File: src/design/nru_pkg.sv
// Package: shared constants, register codes and control/status types for the NRU unit.
`default_nettype none
package nru_pkg;

  localparam int NUM_FRAMES = 16;
  localparam int FRAME_W    = $clog2(NUM_FRAMES);
  localparam int NCNT_W     = $clog2(NUM_FRAMES + 1);

  localparam int ADDR_W     = 32;
  localparam int PAGE_W     = 32;
  localparam int SHIFT_W    = 4;
  localparam int FIU_W      = 5;
  localparam int CLR_W      = 16;
  localparam int FAULT_W    = 32;
  localparam int FRAME_OUT_W = 4;
  localparam int CFG_IDX_W  = 2;
  localparam int CFG_DATA_W = 16;
  localparam int CLS_W      = 3;

  localparam logic [SHIFT_W-1:0] PAGE_SHIFT_RST     = 4'd6;
  localparam logic [FIU_W-1:0]   FRAMES_IN_USE_RST  = 5'd16;
  localparam logic [CLR_W-1:0]   CLEAR_INTERVAL_RST = 16'd8;

  localparam logic [CFG_IDX_W-1:0] CFG_PAGE_SHIFT     = 2'd0;
  localparam logic [CFG_IDX_W-1:0] CFG_FRAMES_IN_USE  = 2'd1;
  localparam logic [CFG_IDX_W-1:0] CFG_CLEAR_INTERVAL = 2'd2;

  // no class seen yet: above R1M1
  localparam logic [CLS_W-1:0] CLS_NONE = 3'd4;

  typedef struct packed {
    logic load;    // latch the incoming word, restart the scan
    logic issue;   // read the next frame entry
    logic commit;  // apply the update and load the result register
  } nru_cmd_t;

  typedef struct packed {
    logic last_issue;  // scan index is at the last active frame
    logic out_free;    // result register can take a new word
  } nru_sts_t;

endpackage
`default_nettype wire

File: src/design/nru_page_replacement.sv
// Top level of the not-recently-used page replacement unit.
//
//  channel | direction | handshake                 | payload
//  --------+-----------+---------------------------+------------------------------------------
//  in      | to block  | in_valid_i / in_stall_o   | virtual_address_i, is_write_i
//  out     | from block| out_valid_o / out_stall_i | hit_o, frame_o, evicted_valid_o,
//          |           |                           | evicted_page_o, fault_total_o
//  cfg     | to block  | cfg_we_i                  | cfg_idx_i, cfg_wdata_i
//
// Each word is accepted in the idle state; the frame-page table is then scanned over the n
// active frames, n being the effective frame count (frames_in_use clamped to 1..NUM_FRAMES),
// one entry a cycle through the table RAM's single read port. A drain state follows for the
// registered read, then a commit state applies the update and loads the result register.
// A new word can be taken in the cycle after the previous result is loaded, even while that
// result still waits under out_stall_i; the commit holds only while the result register is
// full and out_stall_i is high. Reset clears the per-frame used/R/M bits and the counters
// and loads the config registers with their reset values at once; the frame-page table needs
// no clearing since an entry is compared only while its frame is used.
`default_nettype none
module nru_page_replacement (
  input  wire logic                           clk_i,
  input  wire logic                           rst_ni,
  // configuration
  input  wire logic                           cfg_we_i,
  input  wire logic [nru_pkg::CFG_IDX_W-1:0]  cfg_idx_i,
  input  wire logic [nru_pkg::CFG_DATA_W-1:0] cfg_wdata_i,
  // access words
  input  wire logic                           in_valid_i,
  output logic                                in_stall_o,
  input  wire logic [nru_pkg::ADDR_W-1:0]     virtual_address_i,
  input  wire logic                           is_write_i,
  // result words
  output logic                                out_valid_o,
  input  wire logic                           out_stall_i,
  output logic                                hit_o,
  output logic [nru_pkg::FRAME_OUT_W-1:0]     frame_o,
  output logic                                evicted_valid_o,
  output logic [nru_pkg::PAGE_W-1:0]          evicted_page_o,
  output logic [nru_pkg::FAULT_W-1:0]         fault_total_o
);
  import nru_pkg::*;

  nru_cmd_t cmd;
  nru_sts_t sts;

  // sequence: accept, scan the active frames, drain the last read, commit
  nru_ctrl u_ctrl (
    .clk_i      (clk_i),
    .rst_ni     (rst_ni),
    .in_valid_i (in_valid_i),
    .in_stall_o (in_stall_o),
    .sts_i      (sts),
    .cmd_o      (cmd)
  );

  // hold the table, the NRU bits, the counters and the result register
  nru_dp u_dp (
    .clk_i             (clk_i),
    .rst_ni            (rst_ni),
    .cfg_we_i          (cfg_we_i),
    .cfg_idx_i         (cfg_idx_i),
    .cfg_wdata_i       (cfg_wdata_i),
    .virtual_address_i (virtual_address_i),
    .is_write_i        (is_write_i),
    .cmd_i             (cmd),
    .sts_o             (sts),
    .out_valid_o       (out_valid_o),
    .out_stall_i       (out_stall_i),
    .hit_o             (hit_o),
    .frame_o           (frame_o),
    .evicted_valid_o   (evicted_valid_o),
    .evicted_page_o    (evicted_page_o),
    .fault_total_o     (fault_total_o)
  );

endmodule
`default_nettype wire

File: src/design/nru_ram.sv
// Generic simple dual-port RAM with registered read.
`default_nettype none
module nru_ram #(
  parameter int WIDTH = 32,
  parameter int DEPTH = 16
) (
  input  wire logic                     clk_i,
  input  wire logic                     we_i,
  input  wire logic [$clog2(DEPTH)-1:0] waddr_i,
  input  wire logic [WIDTH-1:0]         wdata_i,
  input  wire logic [$clog2(DEPTH)-1:0] raddr_i,
  output logic      [WIDTH-1:0]         rdata_o
);

  logic [WIDTH-1:0] mem_q [DEPTH];
  logic [WIDTH-1:0] rdata_q;

  always_ff @(posedge clk_i) begin
    if (we_i) begin
      mem_q[waddr_i] <= wdata_i;
    end
    rdata_q <= mem_q[raddr_i];
  end

  assign rdata_o = rdata_q;

endmodule
`default_nettype wire

File: src/design/nru_ctrl.sv
// Controller: sequences accept, frame scan, drain and commit for one word.
`default_nettype none
module nru_ctrl (
  input  wire logic              clk_i,
  input  wire logic              rst_ni,
  input  wire logic              in_valid_i,
  output logic                   in_stall_o,
  input  wire nru_pkg::nru_sts_t sts_i,
  output nru_pkg::nru_cmd_t      cmd_o
);
  import nru_pkg::*;

  localparam logic [1:0] ST_IDLE   = 2'd0;
  localparam logic [1:0] ST_SCAN   = 2'd1;
  localparam logic [1:0] ST_DRAIN  = 2'd2;
  localparam logic [1:0] ST_COMMIT = 2'd3;

  logic [1:0] state_q, state_d;

  always_comb begin
    state_d      = state_q;
    cmd_o        = '0;
    in_stall_o   = 1'b1;
    case (state_q)
      ST_IDLE: begin
        in_stall_o = 1'b0;
        if (in_valid_i) begin
          cmd_o.load = 1'b1;
          state_d    = ST_SCAN;
        end
      end
      ST_SCAN: begin
        cmd_o.issue = 1'b1;
        if (sts_i.last_issue) begin
          state_d = ST_DRAIN;
        end
      end
      ST_DRAIN: begin
        // last compare completes here
        state_d = ST_COMMIT;
      end
      ST_COMMIT: begin
        if (sts_i.out_free) begin
          cmd_o.commit = 1'b1;
          state_d      = ST_IDLE;
        end
      end
      default: begin
        state_d = ST_IDLE;
      end
    endcase
  end

  always_ff @(posedge clk_i or negedge rst_ni) begin
    if (!rst_ni) begin
      state_q <= ST_IDLE;
    end else begin
      state_q <= state_d;
    end
  end

endmodule
`default_nettype wire

File: src/design/nru_dp.sv
// Datapath: config registers, frame table, scan compare, NRU bits, counters, result register.
`default_nettype none
module nru_dp (
  input  wire logic                               clk_i,
  input  wire logic                               rst_ni,
  input  wire logic                               cfg_we_i,
  input  wire logic [nru_pkg::CFG_IDX_W-1:0]      cfg_idx_i,
  input  wire logic [nru_pkg::CFG_DATA_W-1:0]     cfg_wdata_i,
  input  wire logic [nru_pkg::ADDR_W-1:0]         virtual_address_i,
  input  wire logic                               is_write_i,
  input  wire nru_pkg::nru_cmd_t                  cmd_i,
  output nru_pkg::nru_sts_t                       sts_o,
  output logic                                    out_valid_o,
  input  wire logic                               out_stall_i,
  output logic                                    hit_o,
  output logic [nru_pkg::FRAME_OUT_W-1:0]         frame_o,
  output logic                                    evicted_valid_o,
  output logic [nru_pkg::PAGE_W-1:0]              evicted_page_o,
  output logic [nru_pkg::FAULT_W-1:0]             fault_total_o
);
  import nru_pkg::*;

  // configuration
  logic [SHIFT_W-1:0] page_shift_q;
  logic [FIU_W-1:0]   frames_in_use_q;
  logic [CLR_W-1:0]   clear_interval_q;

  always_ff @(posedge clk_i or negedge rst_ni) begin
    if (!rst_ni) begin
      page_shift_q     <= PAGE_SHIFT_RST;
      frames_in_use_q  <= FRAMES_IN_USE_RST;
      clear_interval_q <= CLEAR_INTERVAL_RST;
    end else if (cfg_we_i) begin
      case (cfg_idx_i)
        CFG_PAGE_SHIFT:     page_shift_q     <= cfg_wdata_i[SHIFT_W-1:0];
        CFG_FRAMES_IN_USE:  frames_in_use_q  <= cfg_wdata_i[FIU_W-1:0];
        CFG_CLEAR_INTERVAL: clear_interval_q <= cfg_wdata_i[CLR_W-1:0];
        default: begin
        end
      endcase
    end
  end

  // effective frame count: zero acts as one, clamp to the table size
  logic [NCNT_W-1:0] n_act;
  always_comb begin
    if (frames_in_use_q == '0) begin
      n_act = NCNT_W'(1);
    end else if (32'(frames_in_use_q) > 32'(NUM_FRAMES)) begin
      n_act = NCNT_W'(NUM_FRAMES);
    end else begin
      n_act = NCNT_W'(frames_in_use_q);
    end
  end

  // request
  logic [PAGE_W-1:0] page_q;
  logic              wr_q;

  always_ff @(posedge clk_i) begin
    if (cmd_i.load) begin
      page_q <= virtual_address_i >> page_shift_q;
      wr_q   <= is_write_i;
    end
  end

  // scan issue side
  logic [FRAME_W-1:0] idx_q;
  logic [FRAME_W-1:0] cmp_idx_q;
  logic               cmp_vld_q;
  logic [NCNT_W-1:0]  n_last;

  assign n_last           = n_act - NCNT_W'(1);
  assign sts_o.last_issue = (idx_q == FRAME_W'(n_last));

  always_ff @(posedge clk_i or negedge rst_ni) begin
    if (!rst_ni) begin
      idx_q     <= '0;
      cmp_vld_q <= 1'b0;
    end else begin
      cmp_vld_q <= cmd_i.issue;
      if (cmd_i.load) begin
        idx_q <= '0;
      end else if (cmd_i.issue) begin
        idx_q <= idx_q + FRAME_W'(1);
      end
    end
  end

  always_ff @(posedge clk_i) begin
    if (cmd_i.issue) begin
      cmp_idx_q <= idx_q;
    end
  end

  // frame table
  logic               ram_we;
  logic [FRAME_W-1:0] slot;
  logic [PAGE_W-1:0]  ram_rdata;

  nru_ram #(
    .WIDTH (PAGE_W),
    .DEPTH (NUM_FRAMES)
  ) u_frame_page (
    .clk_i   (clk_i),
    .we_i    (ram_we),
    .waddr_i (slot),
    .wdata_i (page_q),
    .raddr_i (idx_q),
    .rdata_o (ram_rdata)
  );

  // per-frame state bits
  logic [NUM_FRAMES-1:0] used_q, used_d;
  logic [NUM_FRAMES-1:0] ref_q, ref_d;
  logic [NUM_FRAMES-1:0] mod_q, mod_d;

  // scan results
  logic               hit_q;
  logic [FRAME_W-1:0] hit_idx_q;
  logic               free_q;
  logic [FRAME_W-1:0] free_idx_q;
  logic [CLS_W-1:0]   best_cls_q;
  logic [FRAME_W-1:0] best_idx_q;
  logic [PAGE_W-1:0]  best_page_q;

  logic               cmp_used;
  logic [CLS_W-1:0]   cmp_cls;

  assign cmp_used = used_q[cmp_idx_q];
  assign cmp_cls  = {1'b0, ref_q[cmp_idx_q], mod_q[cmp_idx_q]};

  always_ff @(posedge clk_i or negedge rst_ni) begin
    if (!rst_ni) begin
      hit_q      <= 1'b0;
      free_q     <= 1'b0;
      best_cls_q <= CLS_NONE;
    end else if (cmd_i.load) begin
      hit_q      <= 1'b0;
      free_q     <= 1'b0;
      best_cls_q <= CLS_NONE;
    end else if (cmp_vld_q) begin
      // lowest matching frame wins
      if (cmp_used && (ram_rdata == page_q) && !hit_q) begin
        hit_q <= 1'b1;
      end
      if (!cmp_used && !free_q) begin
        free_q <= 1'b1;
      end
      if (cmp_used && (cmp_cls < best_cls_q)) begin
        best_cls_q <= cmp_cls;
      end
    end
  end

  always_ff @(posedge clk_i) begin
    if (cmd_i.load) begin
      best_idx_q <= '0;
      best_page_q <= '0;
    end else if (cmp_vld_q) begin
      if (cmp_used && (ram_rdata == page_q) && !hit_q) begin
        hit_idx_q <= cmp_idx_q;
      end
      if (!cmp_used && !free_q) begin
        free_idx_q <= cmp_idx_q;
      end
      if (cmp_used && (cmp_cls < best_cls_q)) begin
        best_idx_q  <= cmp_idx_q;
        best_page_q <= ram_rdata;
      end
    end
  end

  // commit
  logic [CLR_W-1:0]   acc_q, acc_d, acc_inc;
  logic [FAULT_W-1:0] fault_q, fault_d;
  logic               evict;

  assign evict   = !hit_q && !free_q;
  assign ram_we  = cmd_i.commit && !hit_q;
  assign acc_inc = acc_q + CLR_W'(1);

  always_comb begin
    if (hit_q) begin
      slot = hit_idx_q;
    end else if (free_q) begin
      slot = free_idx_q;
    end else begin
      slot = best_idx_q;
    end
  end

  always_comb begin
    used_d  = used_q;
    ref_d   = ref_q;
    mod_d   = mod_q;
    fault_d = fault_q;
    acc_d   = acc_q;
    if (cmd_i.commit) begin
      ref_d[slot] = 1'b1;
      if (hit_q) begin
        mod_d[slot] = mod_q[slot] | wr_q;
      end else begin
        used_d[slot] = 1'b1;
        mod_d[slot]  = wr_q;
        if (fault_q != '1) begin
          fault_d = fault_q + FAULT_W'(1);
        end
      end
      // clear follows the access, so it drops the R bit just set too
      acc_d = acc_inc;
      if ((clear_interval_q != '0) && (acc_inc >= clear_interval_q)) begin
        ref_d = '0;
        acc_d = '0;
      end
    end
  end

  always_ff @(posedge clk_i or negedge rst_ni) begin
    if (!rst_ni) begin
      used_q  <= '0;
      ref_q   <= '0;
      mod_q   <= '0;
      fault_q <= '0;
      acc_q   <= '0;
    end else begin
      used_q  <= used_d;
      ref_q   <= ref_d;
      mod_q   <= mod_d;
      fault_q <= fault_d;
      acc_q   <= acc_d;
    end
  end

  // result register
  logic out_valid_q;

  assign sts_o.out_free = !out_valid_q || !out_stall_i;
  assign out_valid_o    = out_valid_q;

  always_ff @(posedge clk_i or negedge rst_ni) begin
    if (!rst_ni) begin
      out_valid_q <= 1'b0;
    end else if (cmd_i.commit) begin
      out_valid_q <= 1'b1;
    end else if (!out_stall_i) begin
      out_valid_q <= 1'b0;
    end
  end

  always_ff @(posedge clk_i) begin
    if (cmd_i.commit) begin
      hit_o           <= hit_q;
      frame_o         <= FRAME_OUT_W'(slot);
      evicted_valid_o <= evict;
      evicted_page_o  <= evict ? best_page_q : '0;
      fault_total_o   <= fault_d;
    end
  end

endmodule
`default_nettype wire

File: config.mk
export PLATFORM = sky130hd
export DESIGN_NAME = nru_page_replacement
export DESIGN_NICKNAME = d
export VERILOG_FILES = /design/src/design/nru_pkg.sv /design/src/design/nru_page_replacement.sv /design/src/design/nru_ram.sv /design/src/design/nru_ctrl.sv /design/src/design/nru_dp.sv
export SDC_FILE = /design/constraint.sdc
export NUM_CORES = 1
export LEC_CHECK = 0
export BUFFER_PORTS_ARGS = -buffer_cell sky130_fd_sc_hd__buf_4
export CORE_MARGIN = 3
export CORE_UTILIZATION = 25
export CTS_BUF_LIST = sky130_fd_sc_hd__clkbuf_4 sky130_fd_sc_hd__clkbuf_8 sky130_fd_sc_hd__clkbuf_16
export CTS_CLUSTER_DIAMETER = 40
export CTS_CLUSTER_SIZE = 28
export DETAILED_ROUTE_END_ITERATION = 10
export SETUP_SLACK_MARGIN = 0.4
export SYNTH_ARGS = -nofsm -noshare
export SYNTH_HDL_FRONTEND = slang
export SYNTH_SLANG_ARGS = --single-unit
File: constraint.sdc
create_clock -name clk_i -period 9.9 [get_ports clk_i]
set_input_delay 0 -clock clk_i [delete_from_list [all_inputs] [get_ports clk_i]]
set_output_delay 0 -clock clk_i [all_outputs]
set_load 0.02 [all_outputs]
==> flow_summary_export.csv, run 1 <==
group,metric,value,unit
outcome,status,"finished, violations left",
outcome,violations,"negative hold slack",
critical_path,worstReg2RegEnd,"u_dp.ref_q[0]",
clocking,clkLatencyLatePin,680,ps
routing,drt_iter0_drc,1720,
global_route,grt_usage,0.1148,
global_route,grt_pass1_vias,17940,
power,p_int,7917,uW
place,port_buffers,127,
global_route,grt_antenna_before_repair,2,
critical_path,critPathKind,"reg -> reg",
critical_path,worstRegToRegCells,13,
synth,postSynthAreaPerCell,17.44,um^2
power,powerDensity,281.5,mW/mm^2
place,hpwl,46.85,mm
synth,ys_warn_count,0,
routing,ant_nets,0,
die,fp.dieArea,0.1383,mm^2
clocking,clock-root-buffer,"clkbuf_16",
die,ios,128,
clocking,clockBufferDepth,3,
timing,finClkSkew,63.35,ps
die,fp.dieH,371.9,um
die,dieWidth,371.9,um
timing,slew_violations,0,
critical_path,arrival,4870,ps
critical_path,cp-end-kind,"register",
timing,finalSetupViolCount,0,
synth,synth_async_sr_flop_share,0.1616,
synth,synth_seq_area_share,0.7036,
power,power,11430,uW
timing,finalSetupTns,0,ps
synth,synth_top_area_cell,"edfxtp_1",
critical_path,r2r_start,"u_dp.acc_q[2]",
clocking,cts_tree,"done",
timing,worst_hold_slack,-9.022,ps
synth,synth_most_common_cell,"edfxtp_1",
synth,synth_top_area_frac,0.5626,
timing,period_minus_slack,4361,ps
routing,via_per_inst,4.397,
power,ir_worst_vdd,0.1609,mV
global_route,grt_start_max_net_pins,80,
timing,max_slew_margin,0.2823,
die,start_util,0.2533,
place,place_area,0.03659,mm^2
cells_and_area,area_delta_synth_final,21.33,%
cells_and_area,fin_area,0.04061,mm^2
power,pwr-share-clk,0.334,
flow_run,cap_viol_max_count,0,
timing,fin_crit_sh,0.4405,
power,power.share.switching,0.3074,
synth,synth_cell_types,61,
place,globalplace.congestion,0.7479,
power,p_leak,0.01405,uW
global_route,grt_first_pass_wirelength,119.1,mm
cells_and_area,drive_gt1_frac,0.2917,
routing,drcViolationCount,0,
routing,wirelength,79.78,mm
die,core,0.1321,mm^2
critical_path,worstSetupStartpointType,"register",
synth,netlist_area,0.03347,mm^2
clocking,cts_buffers,102,
synth,synthTopCellsByCount,"627 x edfxtp_1, 187 x mux4_2, 129 x dfrtp_1",
clocking,h-tree-depth,3,
synth,synth_edf_count,627,
timing,worst_pin_slew,1077,ps
clocking,cts_sinks,829,
routing,vias,17470,
critical_path,worstPathRequired,10410,ps
worst_hold_path,hp-class,"in -> async",
routing,firstDrtPassIters,5,
timing,rsz0062_at_grt,"no",
critical_path,regToRegSetupSlack,5540,ps
power,seqPwrFrac,0.434,
power,combinationalPowerShare,0.232,
synth,synth_seq_cells,829,
clocking,cts_resized,0,
power,power_switching,3513,uW
routing,wl_per_cell,20.08,um
timing,fmax,229.3,MHz
synth,yosys-top-cells-area,"edfxtp_1 56%, mux4_2 13%, dfrtp_1 9.6%",
clocking,cts.clk_slew.worst_paths,60,ps
global_route,overflow,0,
timing,hold_violations,5,
synth,syn_nets,2001,
critical_path,critical_path.max_fanout,17,
cells_and_area,layout.nets,2211,
die,row_count,133,
synth,synthCells,1919,
synth,yosys_most_used_dff,"edfxtp_1",
[per-stage QoR]
stage | utilization | setup WS [ps] | std cells
after floorplan | - | 5775 | 1919
after global placement | 0.2769 | 5535 | 3739
after detailed placement | 0.2769 | 5576 | 3739
after CTS | 0.3073 | 5533 | 3973
after global routing | 0.3073 | 5107 | 3974
final | 0.3073 | 5540 | 3974
[how the worst max path moves through the flow]
| stage | start | end | slack, ps | cells past startpoint |
|---|---|---|---|---|
| 2_1_floorplan | u_dp.hit_q | u_dp.u_frame_page.mem_q[10][0] | 5780 | 5 |
| 3_3_place_gp | u_dp.acc_q[2] | u_dp.ref_q[1] | 5530 | 13 |
| 3_5_place_dp | u_dp.acc_q[2] | u_dp.ref_q[4] | 5580 | 13 |
| 4_1_cts | u_dp.acc_q[2] | u_dp.ref_q[4] | 5530 | 13 |
| 5_1_grt | u_dp.acc_q[2] | u_dp.ref_q[2] | 5110 | 13 |
| 6_report | u_dp.acc_q[2] | u_dp.ref_q[0] | 5540 | 13 |
[final cells by class]
| cell class | count | area, um^2 |
|---|---|---|
| antenna | 1 | 2.502 |
| clock buffer | 113 | 2654 |
| clock inverter | 80 | 948.4 |
| fill | 12980 | 91520 |
| inverter | 38 | 143.9 |
| multi-input combinational | 956 | 9482 |
| sequential | 829 | 23560 |
| tap | 1755 | 2196 |
| timing repair buffer | 202 | 1623 |
[kinds of logic (layout without fill, tap and decap cells)]
logic type,Yosys count,after routing,share of synthesized area
compound gates,174,174,0.03294
xor+xnor,85,85,0.02224
fa+ha+maj,26,26,0.009720
buf+inv,134,433,0.01641
flops,829,829,0.7036
mux,282,282,0.1563
other cells,0,1,0
simple gates,389,389,0.05877
[per-layer routing]
metal	vias to the layer above	global-route usage	share of wire
li1	7949	-	-
met1	8991	0.1585	0.45
met2	447	0.1829	0.47
met3	85	0.02719	0.065
met4	0	0.02674	0.014
met5	-	0	0
[worst max-delay path: stages, from the launching register on]
cell and delay [ps]:
dfrtp_1 450, nand3_1 140, nor3_1 430, and3_1 330, nand3_1 110, xor2_1 180
inv_1 70, ha_1 290, nand2_1 50, a311oi_1 270, nor2_1 80, a311oi_2 910
nand2_1 640, o21a_1 280
[power by group through the flow]
stage          combinational, uW  clock [uW]  sequential [uW]
5_1_grt                     2880        4070             5040
3_3_place_gp                2640           0             5030
6_report                    2650        3820             4960
3_5_place_dp                2670           0             5040
2_1_floorplan               1820           0             4890
4_1_cts                     2700        3910             4970
[state kept, by name, summed over array words and instances, names as in the netlist, 2 cells and up]
register,count
u_dp.idx_q,4
u_dp.cmp_idx_q,4
u_dp.best_idx_q,4
u_dp.free_idx_q,4
u_ctrl.state_q,2
u_dp.used_q,16
u_dp.evicted_page_o,32
u_dp.page_q,32
u_dp.mod_q,16
u_dp.best_page_q,32
u_dp.ref_q,16
u_dp.frames_in_use_q,5
u_dp.page_shift_q,4
u_dp.frame_o,4
u_dp.u_frame_page.mem_q,512
u_dp.clear_interval_q,16
u_dp.acc_q,16
u_dp.u_frame_page.rdata_o,32
u_dp.best_cls_q,3
u_dp.fault_total_o,32
u_dp.fault_q,32
u_dp.hit_idx_q,4
[cell usage in the layout (no fill, tap or decap), types with 41 or more instances in the layout]
master and instances:
buf_4 160, clkbuf_16 102, dfrtp_1 125, dfxtp_1 68
dlygate4sd3_1 41, edfxtp_1 627, mux2_2 51, mux2i_1 43
mux4_2 187, nand2_1 104, nand3_1 63, nor2_1 56
o21ai_0 65, xnor2_1 61
[what timing repair did]
item | CTS | global route
buffers inserted | 0 | 0
hold endpoints to repair | 124 | 0
hold buffers | 41 | 0
(Power assumes the default switching activity.)
==> run 2, diff against run 1 <==
==> constraint.sdc (replaced) <==
create_clock -name clk_i -period 3.9 [get_ports clk_i]
set_input_delay 0 -clock clk_i [delete_from_list [all_inputs] [get_ports clk_i]]
set_output_delay 0 -clock clk_i [all_outputs]
set_load 0.02 [all_outputs]
==> run 2 against run 1 <==
The run now ends clean. Combinational power grew to 2.6 times the previous value. Maximum frequency grew 34%. Critical path depth grew 2. Sequential power grew to 2.5 times the previous value. Clock power grew 140%. Largest cell class unchanged.
==> flow_summary_export.csv, run 2 (same netlist as run 1, synthesis figures left out) <==
group,metric,value,unit
timing,fin_crit_sh,0.8349,
die,row_count,133,
clocking,cts.clk_slew.worst_paths,70,ps
timing,period_minus_slack,3256,ps
routing,wl_per_cell,20.06,um
timing,finClkSkew,42.68,ps
power,p_leak,0.01405,uW
cells_and_area,layout.nets,2220,
routing,firstDrtPassIters,5,
clocking,cts_sinks,829,
place,port_buffers,127,
timing,slew_violations,0,
clocking,h-tree-depth,3,
global_route,grt_usage,0.1159,
power,ir_worst_vdd,0.4663,mV
cells_and_area,mostFrequentLayoutCells,"627 x edfxtp_1, 187 x mux4_2, 162 x buf_4, 122 x dfrtp_1, 103 x nand2_1",
routing,drcViolationCount,0,
clocking,clkLatencyLatePin,670,ps
timing,finalSetupViolCount,0,
clocking,clockBufferDepth,3,
cells_and_area,area_delta_synth_final,21.74,%
die,start_util,0.2533,
global_route,grt_pass1_vias,18080,
die,fp.dieArea,0.1383,mm^2
timing,max_slew_margin,0.2196,
power,combinationalPowerShare,0.239,
die,fp.dieH,371.9,um
die,core,0.1321,mm^2
timing,hold_violations,0,
clocking,cts_buffers,96,
flow_run,cap_viol_max_count,0,
place,place_area,0.03690,mm^2
critical_path,critical_path.max_fanout,15,
power,powerDensity,706.5,mW/mm^2
routing,vias,17660,
cells_and_area,final_common_cell,"edfxtp_1",
global_route,grt_antenna_before_repair,2,
power,pwr-share-clk,0.323,
outcome,status,"complete, no violations",
global_route,grt_first_pass_wirelength,120.6,mm
timing,worst_hold_slack,60.37,ps
power,seqPwrFrac,0.437,
global_route,grt_start_max_net_pins,89,
cells_and_area,fin_area,0.04074,mm^2
critical_path,arrival,3790,ps
power,power_switching,8953,uW
global_route,overflow,0,
critical_path,worstSetupStartpointType,"register",
cells_and_area,num_antenna_cells,0,
critical_path,cp-end-kind,"register",
power,power.share.switching,0.3111,
timing,layout_setup_ws,644.0,ps
routing,wirelength,79.71,mm
cells_and_area,regMostFlops,"u_dp.u_frame_page.mem_q",
cells_and_area,drive_gt1_frac,0.2956,
die,ios,128,
routing,via_per_inst,4.444,
place,globalplace.congestion,0.7686,
timing,fmax,307.1,MHz
routing,ant_nets,0,
cells_and_area,largest_register_ffs,512,
critical_path,worstPathRequired,4430,ps
power,p_int,19830,uW
clocking,cts_tree,"done",
timing,rsz0062_at_grt,"no",
clocking,clock-root-buffer,"clkbuf_16",
timing,worst_pin_slew,1171,ps
die,dieWidth,371.9,um
place,place_ws,278.0,ps
worst_hold_path,hp-class,"in -> reg",
routing,drt_iter0_drc,1317,
place,hpwl,48.21,mm
critical_path,critPathKind,"reg -> reg",
## run 2: changes by cell type in the layout (fill, tap and decap cells not counted), sizes merged
| cell | previous run | this run |
|---|---|---|
| buf | 161 | 174 |
| bufinv | 8 | 6 |
| clkbuf | 113 | 104 |
| clkinv | 36 | 27 |
| clkinvlp | 7 | 8 |
| diode | 1 | 0 |
| dlygate4sd3 | 41 | 43 |
| inv | 67 | 72 |
## run 2: area by class of cell
type | instances | area [um^2]
Fill cell | 12980 | 91390
Sequential cell | 829 | 23570
Multi-Input combinational cell | 956 | 9575
Clock buffer | 104 | 2510
Tap cell | 1755 | 2196
Timing Repair Buffer | 217 | 1878
Clock inverter | 75 | 873.3
Inverter | 38 | 143.9
## run 2: final timing paths
check	from	end	slack [ps]	cells past startpoint
worst min-delay path	virtual_address_i[19]	u_dp.page_q[10]	60	3
worst min register to register	u_dp.used_q[10]	u_dp.used_q[10]	470	1
min in group asynchronous	rst_ni	u_dp.clear_interval_q[9]	520	3
worst max-delay path	u_dp.acc_q[0]	u_dp.acc_q[11]	640	15
max in group asynchronous	rst_ni	u_dp.acc_q[2]	2320	4
worst max register to register	u_dp.acc_q[0]	u_dp.acc_q[11]	640	15
## run 2: power groups by stage
stage,Clock [uW],Sequential (uW),Combinational [uW]
2_1_floorplan,0,12400,4650
3_3_place_gp,0,12700,6900
3_5_place_dp,0,12800,6960
4_1_cts,9550,12600,7040
5_1_grt,9910,12800,7510
6_report,9310,12600,6880
## run 2: metal layers
| metal | vias to the layer above | global-route usage | routed length, um |
|---|---|---|---|
| li1 | 7968 | - | - |
| met1 | 9148 | 0.1639 | 36670 |
| met2 | 441 | 0.1813 | 37150 |
| met3 | 104 | 0.02296 | 4322 |
| met4 | 0 | 0.03154 | 1565 |
| met5 | - | 0 | 0 |
## run 2: per-stage QoR
| stage | TNS (ps) | cells | power, uW | util |
|---|---|---|---|---|
| floorplan | -29500 | 1919 | 17040 | - |
| global placement | 0 | 3751 | 19640 | 0.2792 |
| detailed placement | 0 | 3751 | 19740 | 0.2792 |
| CTS | 0 | 3973 | 29190 | 0.3082 |
| global route | 0 | 3974 | 30220 | 0.3084 |
| finish | 0 | 3974 | 28780 | 0.3084 |
## run 2: what timing repair did
| item | in CTS | in global routing |
|---|---|---|
| pin swaps | 0 | 1 |
| hold endpoints to repair | 131 | 0 |
| buffers inserted | 0 | 1 |
| gates resized for setup | 2 | 8 |
| hold buffers | 43 | 0 |
| setup endpoints to repair | 24 | 33 |
## run 2: critical path, stage by stage (launching register included)
cell	delay [ps]
dfrtp_1	450
ha_1	280
and3_2	260
and3_1	190
and3_1	190
xnor2_1	170
inv_1	70
ha_1	270
nand2_1	40
a311oi_1	240
nor2_1	80
a311oi_2	180
buf_4	170
buf_4	190
o21ai_0	90
a22o_1	260
==> run 3, diff against run 2 <==
==> constraint.sdc (replaced) <==
create_clock -name clk_i -period 3.34 [get_ports clk_i]
set_input_delay 0 -clock clk_i [delete_from_list [all_inputs] [get_ports clk_i]]
set_output_delay 0 -clock clk_i [all_outputs]
set_load 0.02 [all_outputs]
==> run 3 against run 2 <==
Die area stayed put. Sequential power increased by 16%. Flip-flop and latch count did not move. Via count grew 3.3%. Register-to-register slack got worse by 290 ps. Final area rose by 3.9%. Utilization is 1.2 points higher. Clock power is 30% higher. Wire length up 4.9%. Setup slack worse by 290 ps. Largest cell class unchanged.
==> flow_summary_export.csv, run 3 (same netlist as run 1, synthesis figures left out) <==
group,metric,value,unit
outcome,status,"complete, no violations",
routing,ant_nets,0,
die,fp.dieArea,0.1383,mm^2
place,place_ws,151.6,ps
die,core,0.1321,mm^2
timing,period_minus_slack,2983,ps
critical_path,critical_path.max_fanout,9,
timing,worst_pin_slew,1143,ps
critical_path,r2r_start,"u_dp.acc_q[3]",
clocking,clockBufferDepth,3,
routing,drcViolationCount,0,
cells_and_area,seqCellArea,0.02357,mm^2
flow_run,cap_viol_max_count,0,
global_route,grt_start_max_net_pins,88,
global_route,grt_usage,0.1190,
timing,hold_violations,0,
place,hpwl,50.67,mm
routing,vias,18240,
clocking,cts_tree,"done",
die,ios,128,
timing,fin_crit_sh,0.8931,
routing,highest_layer,"met5",
cells_and_area,multiInputGateArea,0.009762,mm^2
clocking,cts.clk_slew.worst_paths,50,ps
place,globalplace.congestion,0.7618,
routing,drt_iter0_drc,1584,
clocking,clkLatencyLatePin,680,ps
critical_path,cp-end-kind,"register",
critical_path,worstSetupStartpointType,"register",
timing,max_slew_margin,0.2379,
clocking,cts_buffers,109,
critical_path,cp-endpoint,"u_dp.acc_q[0]",
clocking,clock-root-buffer,"clkbuf_16",
timing,fmax,335.2,MHz
timing,slew_violations,0,
power,powerDensity,842.2,mW/mm^2
place,port_buffers,127,
clocking,cts_sinks,829,
critical_path,arrival,3490,ps
cells_and_area,final_common_cell,"edfxtp_1",
worst_hold_path,hp-class,"in -> reg",
cells_and_area,largest_register_ffs,512,
routing,firstDrtPassIters,5,
power,power,35650,uW
critical_path,regToRegSetupSlack,360,ps
timing,rsz0062_at_grt,"yes",
critical_path,slowest_delay,390,ps
routing,via_per_inst,4.478,
routing,met2RoutedLength,38.11,mm
power,p_leak,0.01477,uW
critical_path,worstPathRequired,3840,ps
cells_and_area,mostFrequentLayoutCells,"627 x edfxtp_1, 195 x buf_4, 187 x mux4_2, 122 x dfrtp_1, 115 x clkbuf_16",
cells_and_area,fillers,12740,
global_route,grt_first_pass_wirelength,124.2,mm
clocking,h-tree-depth,3,
routing,wirelength,83.59,mm
routing,wl_per_cell,20.52,um
global_route,grt_antenna_before_repair,5,
timing,finalSetupViolCount,0,
die,row_count,133,
cells_and_area,drive_gt1_frac,0.3322,
critical_path,cp_common_cell,"and3_4",
critical_path,worstReg2RegEnd,"u_dp.acc_q[0]",
critical_path,critPathKind,"reg -> reg",
timing,layout_setup_ws,357.0,ps
global_route,grt_pass1_vias,18570,
die,start_util,0.2533,
critical_path,path_cells,"and3_4 > and3_4 > and3_4 > and3_4 > xnor2_2 > inv_1 > ha_1 > nand2_1 > a311oi_2 > nor2_1 > a311oi_2 > buf_6 > nor2_4 > mux2_2",
power,ir_worst_vdd,0.4927,mV
die,fp.dieH,371.9,um
critical_path,cpMaxStageDelayCell,"dfrtp_1",
die,dieWidth,371.9,um
routing,met1_length,38.53,mm
place,place_area,0.03736,mm^2
timing,finalSetupTns,0,ps
global_route,overflow,0,
cells_and_area,layout.nets,2303,
cells_and_area,fin_area,0.04233,mm^2
cells_and_area,area_delta_synth_final,26.49,%
routing,wl_met3,5.507,mm
timing,finClkSkew,59.57,ps
critical_path,startpoint,"u_dp.acc_q[3]",
critical_path,worstRegToRegCells,14,
timing,worst_hold_slack,47.11,ps
cells_and_area,regMostFlops,"u_dp.u_frame_page.mem_q",
run 3: metrics by stage:
| step | util | std cells |
|---|---|---|
| 6_report | 0.3204 | 4074 |
| 5_1_grt | 0.3204 | 4074 |
| 4_1_cts | 0.3182 | 4062 |
| 3_5_place_dp | 0.2828 | 3783 |
| 3_3_place_gp | 0.2828 | 3783 |
| 2_1_floorplan | - | 1919 |
run 3: layout make-up:
type                            count  area share
Tap cell                         1755     0.05187
Inverter                           38    0.003399
Multi-Input combinational cell    956      0.2306
Clock buffer                      125     0.06884
Timing Repair Buffer              287     0.06508
Antenna cell                        1  0.00005911
Clock inverter                     83     0.02347
Sequential cell                   829      0.5567
run 3: worst min path at each step:
stage | start | slack [ps] | cells after the start | end
after floorplan | rst_ni | -300 | 0 | u_ctrl.state_q[0]
after global placement | rst_ni | 140 | 1 | u_dp.clear_interval_q[14]
after detailed placement | rst_ni | 150 | 1 | u_dp.clear_interval_q[14]
after CTS | virtual_address_i[11] | 2 | 3 | u_dp.page_q[2]
after global routing | virtual_address_i[18] | 30 | 3 | u_dp.page_q[3]
final | virtual_address_i[4] | 50 | 4 | u_dp.page_q[1]
run 3: report_power, final:
group	leakage (uW)	internal, uW	switching [uW]	total [uW]
registers	0.00794	13200	1460	14600
logic	0.00495	4280	4660	8940
clock network	0.00188	7300	4760	12100
run 3: routing by layer:
layer  up-vias  track usage
li1       8159            -
met1      9442       0.1713
met2       532       0.1819
met3       108      0.02574
met4         2      0.03055
met5         -            0
run 3: repair_timing:
action	4_1_cts	5_1_grt
setup buffers	20	4
endpoints found under the setup margin	62	72
resized for setup	28	31
cloned	2	7
hold endpoints to repair	144	0
pin swaps	20	8
hold buffers	49	0
run 3: worst max-delay path: cells and delay by family, from the launching register on:
family                     cells  cell delay, ps
and+or+nand+nor                7            1000
AOI/OAI and AO/OA              2             530
DFF                            1             390
muxes                          1             300
adders and majority gates      1             270
buffers and inverters          2             260
xor gates and xnor gates       1             110
